<file path="src/rtl/crrb_pkg.sv">
`default_nettype none

package crrb_pkg;

   localparam int unsigned LenWidth   = 12;
   localparam int unsigned CountWidth = 12;

   typedef enum logic [2:0] {
      CMD_RESERVE  = 3'd0,
      CMD_PUSH     = 3'd1,
      CMD_COMMIT   = 3'd2,
      CMD_ROLLBACK = 3'd3,
      CMD_PEEK     = 3'd4,
      CMD_RELEASE  = 3'd5
   } cmd_type;

   typedef enum logic [1:0] {
      ST_OK      = 2'd0,
      ST_NO_ROOM = 2'd1,
      ST_NO_DATA = 2'd2,
      ST_BAD     = 2'd3
   } status_type;

   typedef struct packed {
      cmd_type               cmd;
      logic [LenWidth-1:0]   length;
      logic [LenWidth-1:0]   offset;
      logic [7:0]            data_byte;
   } req_type;

   typedef struct packed {
      status_type            status;
      logic [7:0]            read_byte;
      logic [CountWidth-1:0] used_count;
      logic [CountWidth-1:0] idle_count;
   } rsp_type;

   typedef struct packed {
      logic write_en;
      logic read_en;
   } mem_req_type;

endpackage

`default_nettype wire

</file>
<file path="src/rtl/crrb_ctrl.sv">
`default_nettype none

module crrb_ctrl
   import crrb_pkg::*;
#(
   parameter int unsigned DEPTH = 4096,
   parameter int unsigned AW    = 12
) (
   input  wire logic          clock,
   input  wire logic          reset,
   input  wire logic          accept,
   input  wire req_type       req,
   output mem_req_type        mem_req,
   output logic [AW-1:0]      mem_addr,
   output logic [7:0]         mem_wdata,
   output logic               rsp_valid,
   output logic               peek_ok,
   output rsp_type            rsp_base
);

   localparam int unsigned XW = ((AW > LenWidth) ? AW : LenWidth) + 2;
   localparam logic [XW-1:0] DEPTH_X = XW'(DEPTH);
   localparam logic [XW-1:0] ONE_X   = XW'(1);

   logic [AW-1:0]       wp_ff, wp_in;
   logic [AW-1:0]       rp_ff, rp_in;
   logic [AW-1:0]       swp_ff, swp_in;
   logic [LenWidth-1:0] rl_ff, rl_in;
   logic [LenWidth-1:0] fc_ff, fc_in;
   status_type          status_ff, status_in;
   logic                peek_ok_ff, peek_ok_in;
   logic                valid_ff;

   logic [XW-1:0] wp_x, rp_x, swp_x, len_x, off_x, rl_x, fc_x;
   logic [XW-1:0] used_x, idle_x, wtail_x, rtail_x, rstart_x;
   logic          wwrap, room, rwrap, avail_ok;

   function automatic logic [AW-1:0] wrap_addr(input logic [XW-1:0] v);
      logic [XW-1:0] r;
      r = (v >= DEPTH_X) ? v - DEPTH_X : v;
      return r[AW-1:0];
   endfunction

   always_comb begin
      wp_x  = XW'(wp_ff);
      rp_x  = XW'(rp_ff);
      swp_x = XW'(swp_ff);
      len_x = XW'(req.length);
      off_x = XW'(req.offset);
      rl_x  = XW'(rl_ff);
      fc_x  = XW'(fc_ff);

      used_x = (swp_x >= rp_x) ? swp_x - rp_x : DEPTH_X + swp_x - rp_x;
      idle_x = DEPTH_X - used_x - ONE_X;

      // writer skips a short tail only when it is level with or ahead of the reader
      wtail_x = DEPTH_X - swp_x;
      wwrap   = (swp_x >= rp_x) && (wtail_x < len_x);
      room    = wwrap ? (idle_x >= wtail_x + len_x) : (idle_x >= len_x);

      // reader skips a short tail only when the data wrapped around or the ring is empty
      rtail_x  = DEPTH_X - rp_x;
      rwrap    = (rp_x >= swp_x) && (rtail_x < len_x);
      avail_ok = rwrap ? (used_x >= rtail_x + len_x) : (used_x >= len_x);
      rstart_x = rwrap ? '0 : rp_x;
   end

   always_comb begin
      wp_in      = wp_ff;
      rp_in      = rp_ff;
      swp_in     = swp_ff;
      rl_in      = rl_ff;
      fc_in      = fc_ff;
      status_in  = ST_OK;
      peek_ok_in = 1'b0;
      mem_req    = '0;
      mem_addr   = '0;
      mem_wdata  = req.data_byte;

      unique case (req.cmd)
         CMD_RESERVE: begin
            if (rl_ff != '0) begin
               status_in = ST_BAD;
            end else if (req.length != '0) begin
               if (room) begin
                  wp_in = wwrap ? '0 : swp_ff;
                  rl_in = req.length;
                  fc_in = '0;
               end else begin
                  status_in = ST_NO_ROOM;
               end
            end
         end
         CMD_PUSH: begin
            if (rl_ff == '0 || fc_ff >= rl_ff) begin
               status_in = ST_BAD;
            end else begin
               mem_req.write_en = accept;
               mem_addr         = wrap_addr(wp_x + fc_x);
               fc_in            = fc_ff + 1'b1;
            end
         end
         CMD_COMMIT: begin
            if (rl_ff == '0 || fc_ff < rl_ff) begin
               status_in = ST_BAD;
            end else begin
               wp_in  = wrap_addr(wp_x + rl_x);
               swp_in = wrap_addr(wp_x + rl_x);
               rl_in  = '0;
               fc_in  = '0;
            end
         end
         CMD_ROLLBACK: begin
            if (rl_ff == '0) begin
               status_in = ST_BAD;
            end else begin
               wp_in = swp_ff;
               rl_in = '0;
               fc_in = '0;
            end
         end
         CMD_PEEK: begin
            if (off_x >= len_x) begin
               status_in = ST_BAD;
            end else if (!avail_ok) begin
               status_in = ST_NO_DATA;
            end else begin
               mem_req.read_en = accept;
               mem_addr        = wrap_addr(rstart_x + off_x);
               peek_ok_in      = 1'b1;
            end
         end
         CMD_RELEASE: begin
            if (req.length != '0) begin
               if (avail_ok) begin
                  rp_in = wrap_addr(rstart_x + len_x);
               end else begin
                  status_in = ST_NO_DATA;
               end
            end
         end
         default: begin
            status_in = ST_BAD;
         end
      endcase
   end

   always_ff @(posedge clock) begin
      if (reset) begin
         wp_ff      <= '0;
         rp_ff      <= '0;
         swp_ff     <= '0;
         rl_ff      <= '0;
         fc_ff      <= '0;
         valid_ff   <= 1'b0;
         status_ff  <= ST_OK;
         peek_ok_ff <= 1'b0;
      end else begin
         valid_ff <= accept;
         if (accept) begin
            wp_ff      <= wp_in;
            rp_ff      <= rp_in;
            swp_ff     <= swp_in;
            rl_ff      <= rl_in;
            fc_ff      <= fc_in;
            status_ff  <= status_in;
            peek_ok_ff <= peek_ok_in;
         end
      end
   end

   // counts come straight from the pointers, which already hold the item's effect
   assign rsp_valid           = valid_ff;
   assign peek_ok             = peek_ok_ff;
   assign rsp_base.status     = status_ff;
   assign rsp_base.read_byte  = '0;
   assign rsp_base.used_count = used_x[CountWidth-1:0];
   assign rsp_base.idle_count = idle_x[CountWidth-1:0];

`ifndef SYNTHESIS
   a_fill_within_reservation: assert property (@(posedge clock) disable iff (reset)
      fc_ff <= rl_ff)
      else $error("fill cursor ran past the reservation");

   a_no_reservation_pointers: assert property (@(posedge clock) disable iff (reset)
      (rl_ff == '0) |-> (wp_ff == swp_ff))
      else $error("write pointer differs from committed pointer with no reservation");

   a_pointers_in_range: assert property (@(posedge clock) disable iff (reset)
      (XW'(rp_ff) < DEPTH_X) && (XW'(swp_ff) < DEPTH_X) && (XW'(wp_ff) < DEPTH_X))
      else $error("pointer outside the ring");

   a_commit_closes: assert property (@(posedge clock) disable iff (reset)
      (accept && req.cmd == CMD_COMMIT && status_in == ST_OK) |=> (rl_ff == '0))
      else $error("reservation still open after a good commit");

   a_single_port: assert property (@(posedge clock) disable iff (reset)
      !(mem_req.write_en && mem_req.read_en))
      else $error("byte store read and written in one cycle");
`endif

endmodule

`default_nettype wire

</file>
<file path="config.mk">
export PLATFORM = sky130hd
export DESIGN_NAME = crrb_ctrl
export DESIGN_NICKNAME = d
export VERILOG_FILES = /design/src/rtl/crrb_pkg.sv /design/src/rtl/crrb_ctrl.sv
export SDC_FILE = /design/constraint.sdc
export NUM_CORES = 1
export LEC_CHECK = 0
export ABC_AREA = 1
export BUFFER_PORTS_ARGS = -buffer_cell sky130_fd_sc_hd__buf_4
export CORE_ASPECT_RATIO = 1.2
export CORE_MARGIN = 4
export CORE_UTILIZATION = 40
export CTS_BUF_LIST = sky130_fd_sc_hd__clkbuf_8
export CTS_CLUSTER_DIAMETER = 200
export DETAILED_ROUTE_END_ITERATION = 10
export PLACE_DENSITY = 0.65
export SLEW_MARGIN = 30
export SYNTH_ARGS = -nofsm -noshare
export SYNTH_HDL_FRONTEND = slang
export SYNTH_SLANG_ARGS = --single-unit
</file>
<file path="constraint.sdc">
create_clock -name clock -period 7.15 [get_ports clock]
set_input_delay 1.43 -clock clock [delete_from_list [all_inputs] [get_ports clock]]
set_output_delay 1.43 -clock clock [all_outputs]
set_load 0.005 [all_outputs]
</file>
# ---- Word level (Yosys, flattened, before mapping)
# Index checks and enable logic that the tools add are counted.
dict set report word_totals {
  ff_bits 64
  inputBits 38
  out_inout_bits 58
  elab_cells 115
}
dict set report classes {
  n_addsub 18
  n_lt_le_gt_ge 15
  n_eq_ne 11
  muxes 48
  bitwise 1
  n_reduce_logical 14
}
# operator count
set ops {}
lappend ops {{two-way mux 12 bit} 23}
lappend ops {{case mux 12 bit (3 select lines)} 2}
lappend ops {{adder 12 x 12 -> 13 bit} 4}
lappend ops {{>= comparator 13 bit, second input constant} 4}
lappend ops {{>= comparator 12 bit} 4}
lappend ops {{case mux 12 bit (4 select lines)} 1}
lappend ops {{subtractor 12 x 1 -> 12 bit, second input constant} 4}
lappend ops {{adder 14 x 12 -> 14 bit} 2}
lappend ops {{>= comparator 14 x 12 -> 1 bit} 2}
lappend ops {{>= comparator 14 bit} 2}
lappend ops {{less-than comparator 14 x 12 -> 1 bit} 2}
lappend ops {{subtractor 13 x 12 -> 14 bit, first input constant} 2}
lappend ops {{case mux 12 bit (2 select lines)} 1}
lappend ops {{nonzero test 12 bit} 2}
lappend ops {{adder 13 x 12 -> 14 bit, first input constant} 1}
lappend ops {{two-way mux 14 bit} 1}
lappend ops {{two-way mux 2 bit} 7}
lappend ops {{subtractor 13 x 14 -> 14 bit, first input constant} 1}
lappend ops {{subtractor 14 x 1 -> 14 bit, second input constant} 1}
lappend ops {{subtractor 14 x 12 -> 14 bit} 1}
lappend ops {{subtractor 12 x 12 -> 13 bit} 1}
lappend ops {{adder 12 x 1 -> 12 bit, second input constant} 1}
lappend ops {{zero test 12 bit} 1}
lappend ops {{less-than comparator 12 bit} 1}
lappend ops {{other kinds (16)} 36}

# ---- Longest topological paths before layout
# Gate-level depths: netlist (run 1).
dict set report logic_depth {
  depth_word 11
  depth_mapped 35
  depth_no_buf 34
}

# ---- Worst setup path before layout (run 1)
# Ideal clock, no wire load.
dict set report synth_path {
  path_type {input-to-output}
  start {input req[25] in the netlist's numbering}
  end {output mem_addr[11]}
  arrival_ns 4.316
  required_time_ns 5.720
  slack_ns 1.404
  path_stages 22
  n_path_buf 1
  cell_sequence {inv_1 ha_1 a21oi_1 o21ai_0 a21oi_1 nor2_1 nor2_1 nand2_1 inv_1 clkbuf_1 nor2_1 ha_1 a21oi_1 and2_1 o221ai_1 nand2_1 o21ai_0 nand3_1 nand2_1 or2_2 nand3b_1 nand2_1}
}
dict set report synth_between {
  elab_chain_len 9
  word_cells_on_any_way 15
  classes_between {add/sub (3); order compare (5); mux (6); reduce/logical (1)}
}
# item line_no
set synth_lines {}
lappend synth_lines {{from (decl)} crrb_ctrl.sv:12} ;# input wire req_type req,
lappend synth_lines {{less-than comparator 14 x 12 -> 1 bit} crrb_ctrl.sv:63} ;# rwrap = (rp_x >= swp_x) && (rtail_x < len_x);
lappend synth_lines {{logical AND 1 bit} crrb_ctrl.sv:63}
lappend synth_lines {{two-way mux 12 bit} crrb_ctrl.sv:65} ;# rstart_x = rwrap ? '0 : rp_x;
lappend synth_lines {{adder 12 x 12 -> 13 bit} crrb_ctrl.sv:129} ;# mem_addr = wrap_addr(rstart_x + off_x);
lappend synth_lines {{subtractor 12 x 1 -> 12 bit or >= comparator 13 bit (tied branches)} crrb_ctrl.sv:40} ;# r = (v >= DEPTH_X) ? v - DEPTH_X : v;
lappend synth_lines {{two-way mux 12 bit} crrb_ctrl.sv:40}
lappend synth_lines {{two-way mux 12 bit} crrb_ctrl.sv:125} ;# end else if (!avail_ok) begin
lappend synth_lines {{two-way mux 12 bit (*)} crrb_ctrl.sv:123} ;# if (off_x >= len_x) begin
lappend synth_lines {{case mux 12 bit (2 select lines) (*)} crrb_ctrl.sv:80} ;# unique case (req.cmd)
lappend synth_lines {{to (decl)} crrb_ctrl.sv:14} ;# output logic [AW-1:0] mem_addr,
# Mark *: on every way between the ends. The rest lies on a longest branch, timed or not.

# ---- Worst setup path in the final report (run 1)
dict set report layout_path {
  start {register rp_ff[0]}
  end {output mem_addr[11]}
}
dict set report layout_between {
  elab_chain_len 10
  word_cells_on_any_way 20
  classes_between {add/sub (6); order compare (6); mux (7); reduce/logical (1)}
}
# item line_no
set layout_lines {}
lappend layout_lines {{from (decl)} crrb_ctrl.sv:26} ;# logic [AW-1:0] rp_ff, rp_in;
lappend layout_lines {{from (signal assigned)} crrb_ctrl.sv:162} ;# rp_ff <= rp_in;
lappend layout_lines {{subtractor 13 x 12 -> 14 bit} crrb_ctrl.sv:62} ;# rtail_x = DEPTH_X - rp_x;
lappend layout_lines {{less-than comparator 14 x 12 -> 1 bit} crrb_ctrl.sv:63}
lappend layout_lines {{logical AND 1 bit} crrb_ctrl.sv:63}
lappend layout_lines {{two-way mux 12 bit} crrb_ctrl.sv:65}
lappend layout_lines {{adder 12 x 12 -> 13 bit} crrb_ctrl.sv:129}
lappend layout_lines {{subtractor 12 x 1 -> 12 bit or >= comparator 13 bit (tied branches)} crrb_ctrl.sv:40}
lappend layout_lines {{two-way mux 12 bit} crrb_ctrl.sv:40}
lappend layout_lines {{two-way mux 12 bit (*)} crrb_ctrl.sv:125}
lappend layout_lines {{two-way mux 12 bit (*)} crrb_ctrl.sv:123}
lappend layout_lines {{case mux 12 bit (2 select lines) (*)} crrb_ctrl.sv:80}
# Marks and branches as above.

==> results of run 1 <==
## cell usage in the layout, fill, tap and decap left out, types with 3 or more instances in the layout
| cell | count |
|---|---|
| o22ai_1 | 13 |
| o21bai_1 | 11 |
| buf_4 | 84 |
| o221ai_1 | 3 |
| o2111ai_1 | 3 |
| nand2_1 | 310 |
| inv_2 | 7 |
| nor3b_1 | 4 |
| bufinv_16 | 3 |
| o21ai_0 | 46 |
| ha_1 | 191 |
| conb_1 | 8 |
| nor4_1 | 4 |
| a31oi_1 | 15 |
| clkbuf_8 | 9 |
| nor2_1 | 146 |
| nand3_1 | 74 |
| nand2_2 | 7 |
| a211oi_1 | 8 |
| nor3_1 | 21 |
| a21o_1 | 4 |
| xnor2_1 | 19 |
| o211ai_1 | 5 |
| fa_1 | 7 |
| inv_1 | 236 |
| or2_2 | 7 |
| dfxtp_1 | 64 |
| nand4_1 | 56 |
| xor2_1 | 71 |
| a21oi_1 | 135 |
## cell families after synthesis
group | after synthesis
DFF | 64
AOI/OAI and AO/OA | 251
and+or+nand+nor | 640
adders and majority gates | 198
buffers and inverters | 287
xor gates and xnor gates | 90
other | 1
## per-layer routing
metal,track usage,part of all wire
met3,0.0264,0.050
met5,0,0
met2,0.406,0.47
met1,0.292,0.42
met4,0.134,0.061
## registers in the layout (all words and copies together), names as in the netlist
register	cells
status_ff	2
fc_ff	12
rsp_valid	1
swp_ff	12
peek_ok	1
rp_ff	12
rl_ff	12
wp_ff	12
## per-stage QoR
stage                     setup TNS [ps]  hold WS (ps)  instance area (um2)  setup slack [ps]  utilization
after detailed placement               0           459                10800               561        0.438
after floorplan                        0           439                 9980              1400            -
after CTS                              0           469                11000               340        0.447
after global routing               -37.6           517                11000             -37.6        0.448
after global placement                 0           451                10800               556        0.438
final                                  0           469                11000               370        0.448
## timing repair
item | in CTS | in global routing
setup buffers | 0 | 1
endpoints found under the setup margin | 0 | 13
resized for setup | 0 | 3
## cell type report
| cell class | count | area share |
|---|---|---|
| sequential | 64 | 0.116 |
| multi-input combinational | 1187 | 0.685 |
| inverter | 244 | 0.0835 |
| clock buffer | 9 | 0.0112 |
| tap | 325 | 0.0369 |
| clock inverter | 7 | 0.0101 |
| timing repair buffer | 84 | 0.0572 |
## Yosys cell counts, drive strengths merged (17+ instances only)
cell      n
nand2   318
inv     243
ha      191
nor2    148
a21oi   137
nand3    76
xor2     71
dfxtp    64
nand4    56
o21ai    46
buf      26
nor3     22
xnor2    19
clkbuf   17
## worst paths after layout
kind	from	to	slack, ps	depth (start not counted)
max	rp_ff[0]$_SDFFE_PP0P_	mem_addr[11]	370	27
max reg2reg	swp_ff[0]$_SDFFE_PP0P_	wp_ff[10]$_SDFFE_PP0P_	1140	31
min	rp_ff[7]$_SDFFE_PP0P_	rp_ff[7]$_SDFFE_PP0P_	470	2
min reg2reg	rp_ff[7]$_SDFFE_PP0P_	rp_ff[7]$_SDFFE_PP0P_	470	2
## critical path: cells and delay by family (launching register included)
family          cells  cell delay (ps)
buf+inv             3              490
xor+xnor            1              180
flops               1              390
simple gates       19             3010
fa+ha+maj           2              600
compound gates      2              310
==> metrics, run 1 <==
# nets final 1,826; Avg Inst Size Synth 6.50 um2; endpoint class of the critical path primary output; Ys Warns 0; Placed Cells 1,903; max-slew violation count 0; largest net degree at the start of global routing 41; Initial Utilization 0.405; Gate Count Post-Synth 1,531; Slowest cell on crit path dfxtp_1; Synth Flop Type dfxtp_1; crit path kind reg -> out; Post-Synthesis Cell Area 9950 um2; Synth area leader ha_1; Reg area 1280 um2; via count 10.3k; Max Fclk 148 MHz; Multi-input gate area 7540 um2; fin crit period 6780 ps; cell row count 63; top post-synthesis cells by area ha_1, dfxtp_1, nand2_1, inv_1, a21oi_1; status finished, final reports clean; initial antenna violation count 0; Netlist cell types 46; largest family of logic cells by synthesized area simple AND/OR/NAND/NOR gates; # Max-Cap Violations 0; XOR/XNOR Fraction of Synth Area 0.0792; Root Driver clkbuf_8; Initial DRT Pass Iterations 5; Adder-Cell Fraction of Synth Area 0.254; GRT Overall Usage 0.238; Hold Fails Final Rpt 0; io pins 96; Synth async-reset ratio 0; die area 27,500 um2; CTS Buf Count 9; grt total ovfl 0; Reg clk slew, reported paths 80 ps; Layout area overhead 10.7%; clock tree sinks 64; clk_lat worst skew 360 ps; required time worst endpoint 5720 ps; proportion of layout cells with a drive suffix above 1 0.0828; Antenna Nets Post-Route 0; DR WL/cell 17.6 um; final RePlAce weighted congestion 0.952; dpl hpwl 27.9 mm; Vias/cell 5.34; Slew @ Worst Pin 956 ps; vias in the first global route 9,927; clk buf depth 2; Non-Filler Instances 1,920; post-synthesis compound-gate area fraction 0.142; CP Data Arrival Time 5350 ps; Initial DRC Count 574; ant diodes 0; total wire length 33.7 mm; # fillers 2,662; core area 24,600 um2; IO buf count 71; sequential fraction of the synthesis area 0.129; crit start category flop; Die Y 181 um; TritonCTS clock tree yes; Die X 152 um; mux contribution to synthesized area 0; Most Frequent Cell on Critical Path nand3_1; Slew Limit Headroom 0.360; H-tree Lvls 3; DRC errors left 0; first-pass GRT wire length 52.7 mm; post-synth top area share 0.240; simple logic cell fraction of the synthesized area 0.279; Clock Skew 14.8 ps; final period utilization 0.948; Post-CTS Hold Buffers 0; min-delay worst type reg -> reg; crit-path max cell delay 390 ps; Synth Register Bits 64; Worst Path Max Fanout 13; setup violators final 0; EDFF count, synth 0
Power of run 1 is left out: the tool's default activity adds up to more than one toggle a clock period on the data nets, which glitch-free logic cannot reach.
==> inputs of run 2 (changes only) <==
CORE_UTILIZATION = 30   (was 40)
PLACE_DENSITY = 0.53   (was 0.65)
==> run 2 against run 1 <==
Hold slack improved by 7.1 ps. Sequential share of layout area fell by 0.11 points. Fmax rose by 1.8%. Register-to-register slack improved by 110 ps. Cell area rose by 0.96%. Clock-buffer cell count rose by 2. Critical path depth fell by 2. First-iteration DRC count rose by 1.2%. Flip-flop and latch count did not move. Cell count rose by 6.3%.
==> metrics, run 2 (synthesis results as in run 1) <==
crit start category flop (unchanged); crit path kind reg -> out (unchanged); DRC errors left 0 (unchanged); crit-path max cell delay 380 ps (was 390 ps); clk buf depth 2 (unchanged); Initial DRT Pass Iterations 5 (unchanged); M1 GR Usage 0.249 (was 0.292); # nets final 1,828 (was 1,826); Max Fclk 150 MHz (was 148 MHz); via count 10.1k (was 10.3k); total wire length 35.4 mm (was 33.7 mm); grt total ovfl 0 (unchanged); Initial DRC Count 581 (was 574); final RePlAce weighted congestion 0.937 (was 0.952); launching point of the worst reg2reg path swp_ff[0]$_SDFFE_PP0P_ (unchanged); cell row count 72 (was 63); vias in the first global route 9,792 (was 9,927); setup violators final 0 (unchanged); status finished, final reports clean (unchanged); Initial Utilization 0.306 (was 0.405); IO buf count 71 (unchanged); # Max-Cap Violations 0 (unchanged); largest net degree at the start of global routing 41 (unchanged); worst hold path startpoint rp_ff[4]$_SDFFE_PP0P_ (was rp_ff[7]$_SDFFE_PP0P_); Hold Fails Final Rpt 0 (unchanged); FF-to-FF End wp_ff[11]$_SDFFE_PP0P_ (was wp_ff[10]$_SDFFE_PP0P_); dpl hpwl 29.2 mm (was 27.9 mm); clk_lat worst skew 370 ps (was 360 ps); endpoint class of the critical path primary output (unchanged); Layout area overhead 11.8% (was 10.7%); M3 GR Usage 0.0162 (was 0.0264); Clock Skew 10.3 ps (was 14.8 ps); Slowest cell on crit path nor4_1 (was dfxtp_1); proportion of layout cells with a drive suffix above 1 0.0833 (was 0.0828); Worst Path Max Fanout 13 (unchanged); initial antenna violation count 0 (unchanged); Most Frequent Cell on Critical Path nand2_1 (was nand3_1); Die X 174 um (was 152 um); Antenna Nets Post-Route 0 (unchanged); placed cell area 10,900 um2 (was 10,800 um2); hold path cells 2 (unchanged); most frequent cells in the layout nand2_1, inv_1, ha_1 (unchanged); Slew @ Worst Pin 969 ps (was 956 ps); core area 32,500 um2 (was 24,600 um2); GRT Overall Usage 0.192 (was 0.238); DR WL/cell 17.3 um (was 17.6 um); clock tree sinks 64 (unchanged); H-tree Lvls 3 (unchanged); reg2reg setup slack 1250 ps (was 1140 ps); setup total negative slack 0 ps (unchanged); final period utilization 0.931 (was 0.948); finished layout cell area 11,100 um2 (was 11,000 um2); Final Util 0.342 (was 0.448); ant diodes 0 (unchanged); TritonCTS clock tree yes (unchanged); most used routing layer met2 (unchanged); min-delay worst type reg -> reg (unchanged); required time worst endpoint 5720 ps (about the same); most common cell after layout, fill and taps aside nand2_1 (unchanged); first-pass GRT wire length 55.3 mm (was 52.7 mm); CTS Buf Count 9 (unchanged); Vias/cell 4.95 (was 5.34); fin crit period 6660 ps (was 6780 ps); io pins 96 (unchanged); r2r worst-path depth 30 (was 31); CP Data Arrival Time 5230 ps (was 5350 ps); Die Y 208 um (was 181 um); die area 36,200 um2 (was 27,500 um2); Root Driver clkbuf_8 (unchanged); max-slew violation count 0 (unchanged); Slew Limit Headroom 0.353 (was 0.360); M2 GR Usage 0.337 (was 0.406); end of the worst hold path rp_ff[4]$_SDFFE_PP0P_ (was rp_ff[7]$_SDFFE_PP0P_); Reg clk slew, reported paths 80 ps (about the same)
==> run 2: changes by cell type in the layout (fill, tap and decap cells not counted), moves of 2 or more <==
| cell | previous run | this run |
|---|---|---|
| nor3_2 | 0 | 2 |
| nor2_1 | 146 | 144 |
| bufinv_16 | 3 | 0 |
| clkbuf_8 | 9 | 11 |
| inv_1 | 236 | 238 |
| nor2_2 | 2 | 4 |
| clkinv_2 | 2 | 0 |
==> run 2: timing repair <==
item                                    CTS  global route
hold buffers                              0             0
setup buffers                             0             6
gates resized for setup                   0             6
endpoints found under the setup margin    0            13
==> run 2: worst max path at each step <==
stage                     startpoint           end  slack, ps
5_1_grt        rp_ff[1]$_SDFFE_PP0P_  mem_addr[11]         -3
4_1_cts        rp_ff[0]$_SDFFE_PP0P_   mem_addr[0]        210
3_5_place_dp                 req[23]   mem_addr[0]        330
6_report       rp_ff[1]$_SDFFE_PP0P_  mem_addr[11]        490
2_1_floorplan                req[25]  mem_addr[11]       1400
3_3_place_gp                 req[20]  mem_addr[11]        380
==> run 2: worst max-delay path: cells and delay by family, from the launching register on <==
family	cells	cell delay (ps)
buffers and inverters	4	650
adder cells (fa/ha/maj)	3	840
AND/OR/NAND/NOR	12	2210
AO/OA/AOI/OAI	5	670
flip-flops	1	330
XOR/XNOR	1	170
==> run 2: cell type report <==
type,count,area [um2]
clock buffer,11,151
clock inverter,4,15.0
fill,3591,21400
inverter,244,920
multi-input combinational,1187,7560
sequential,64,1280
tap,444,556
timing repair buffer,85,638
timing repair inverter,1,7.51
==> run 2: metal layers <==
| layer | up-vias | part of all wire |
|---|---|---|
| li1 | 5157 | - |
| met1 | 4676 | 0.45 |
| met2 | 220 | 0.49 |
| met3 | 42 | 0.036 |
| met4 | 0 | 0.025 |
| met5 | - | 0 |
==> run 2: stage by stage <==
step,setup WS (ps),hold slack [ps],cells
after floorplan,1400,439,1538
after global placement,375,453,2018
after detailed placement,331,461,2018
after CTS,215,474,2033
after global routing,-3.49,513,2040
final,490,476,2040
Power of run 2 is left out for the same reason.
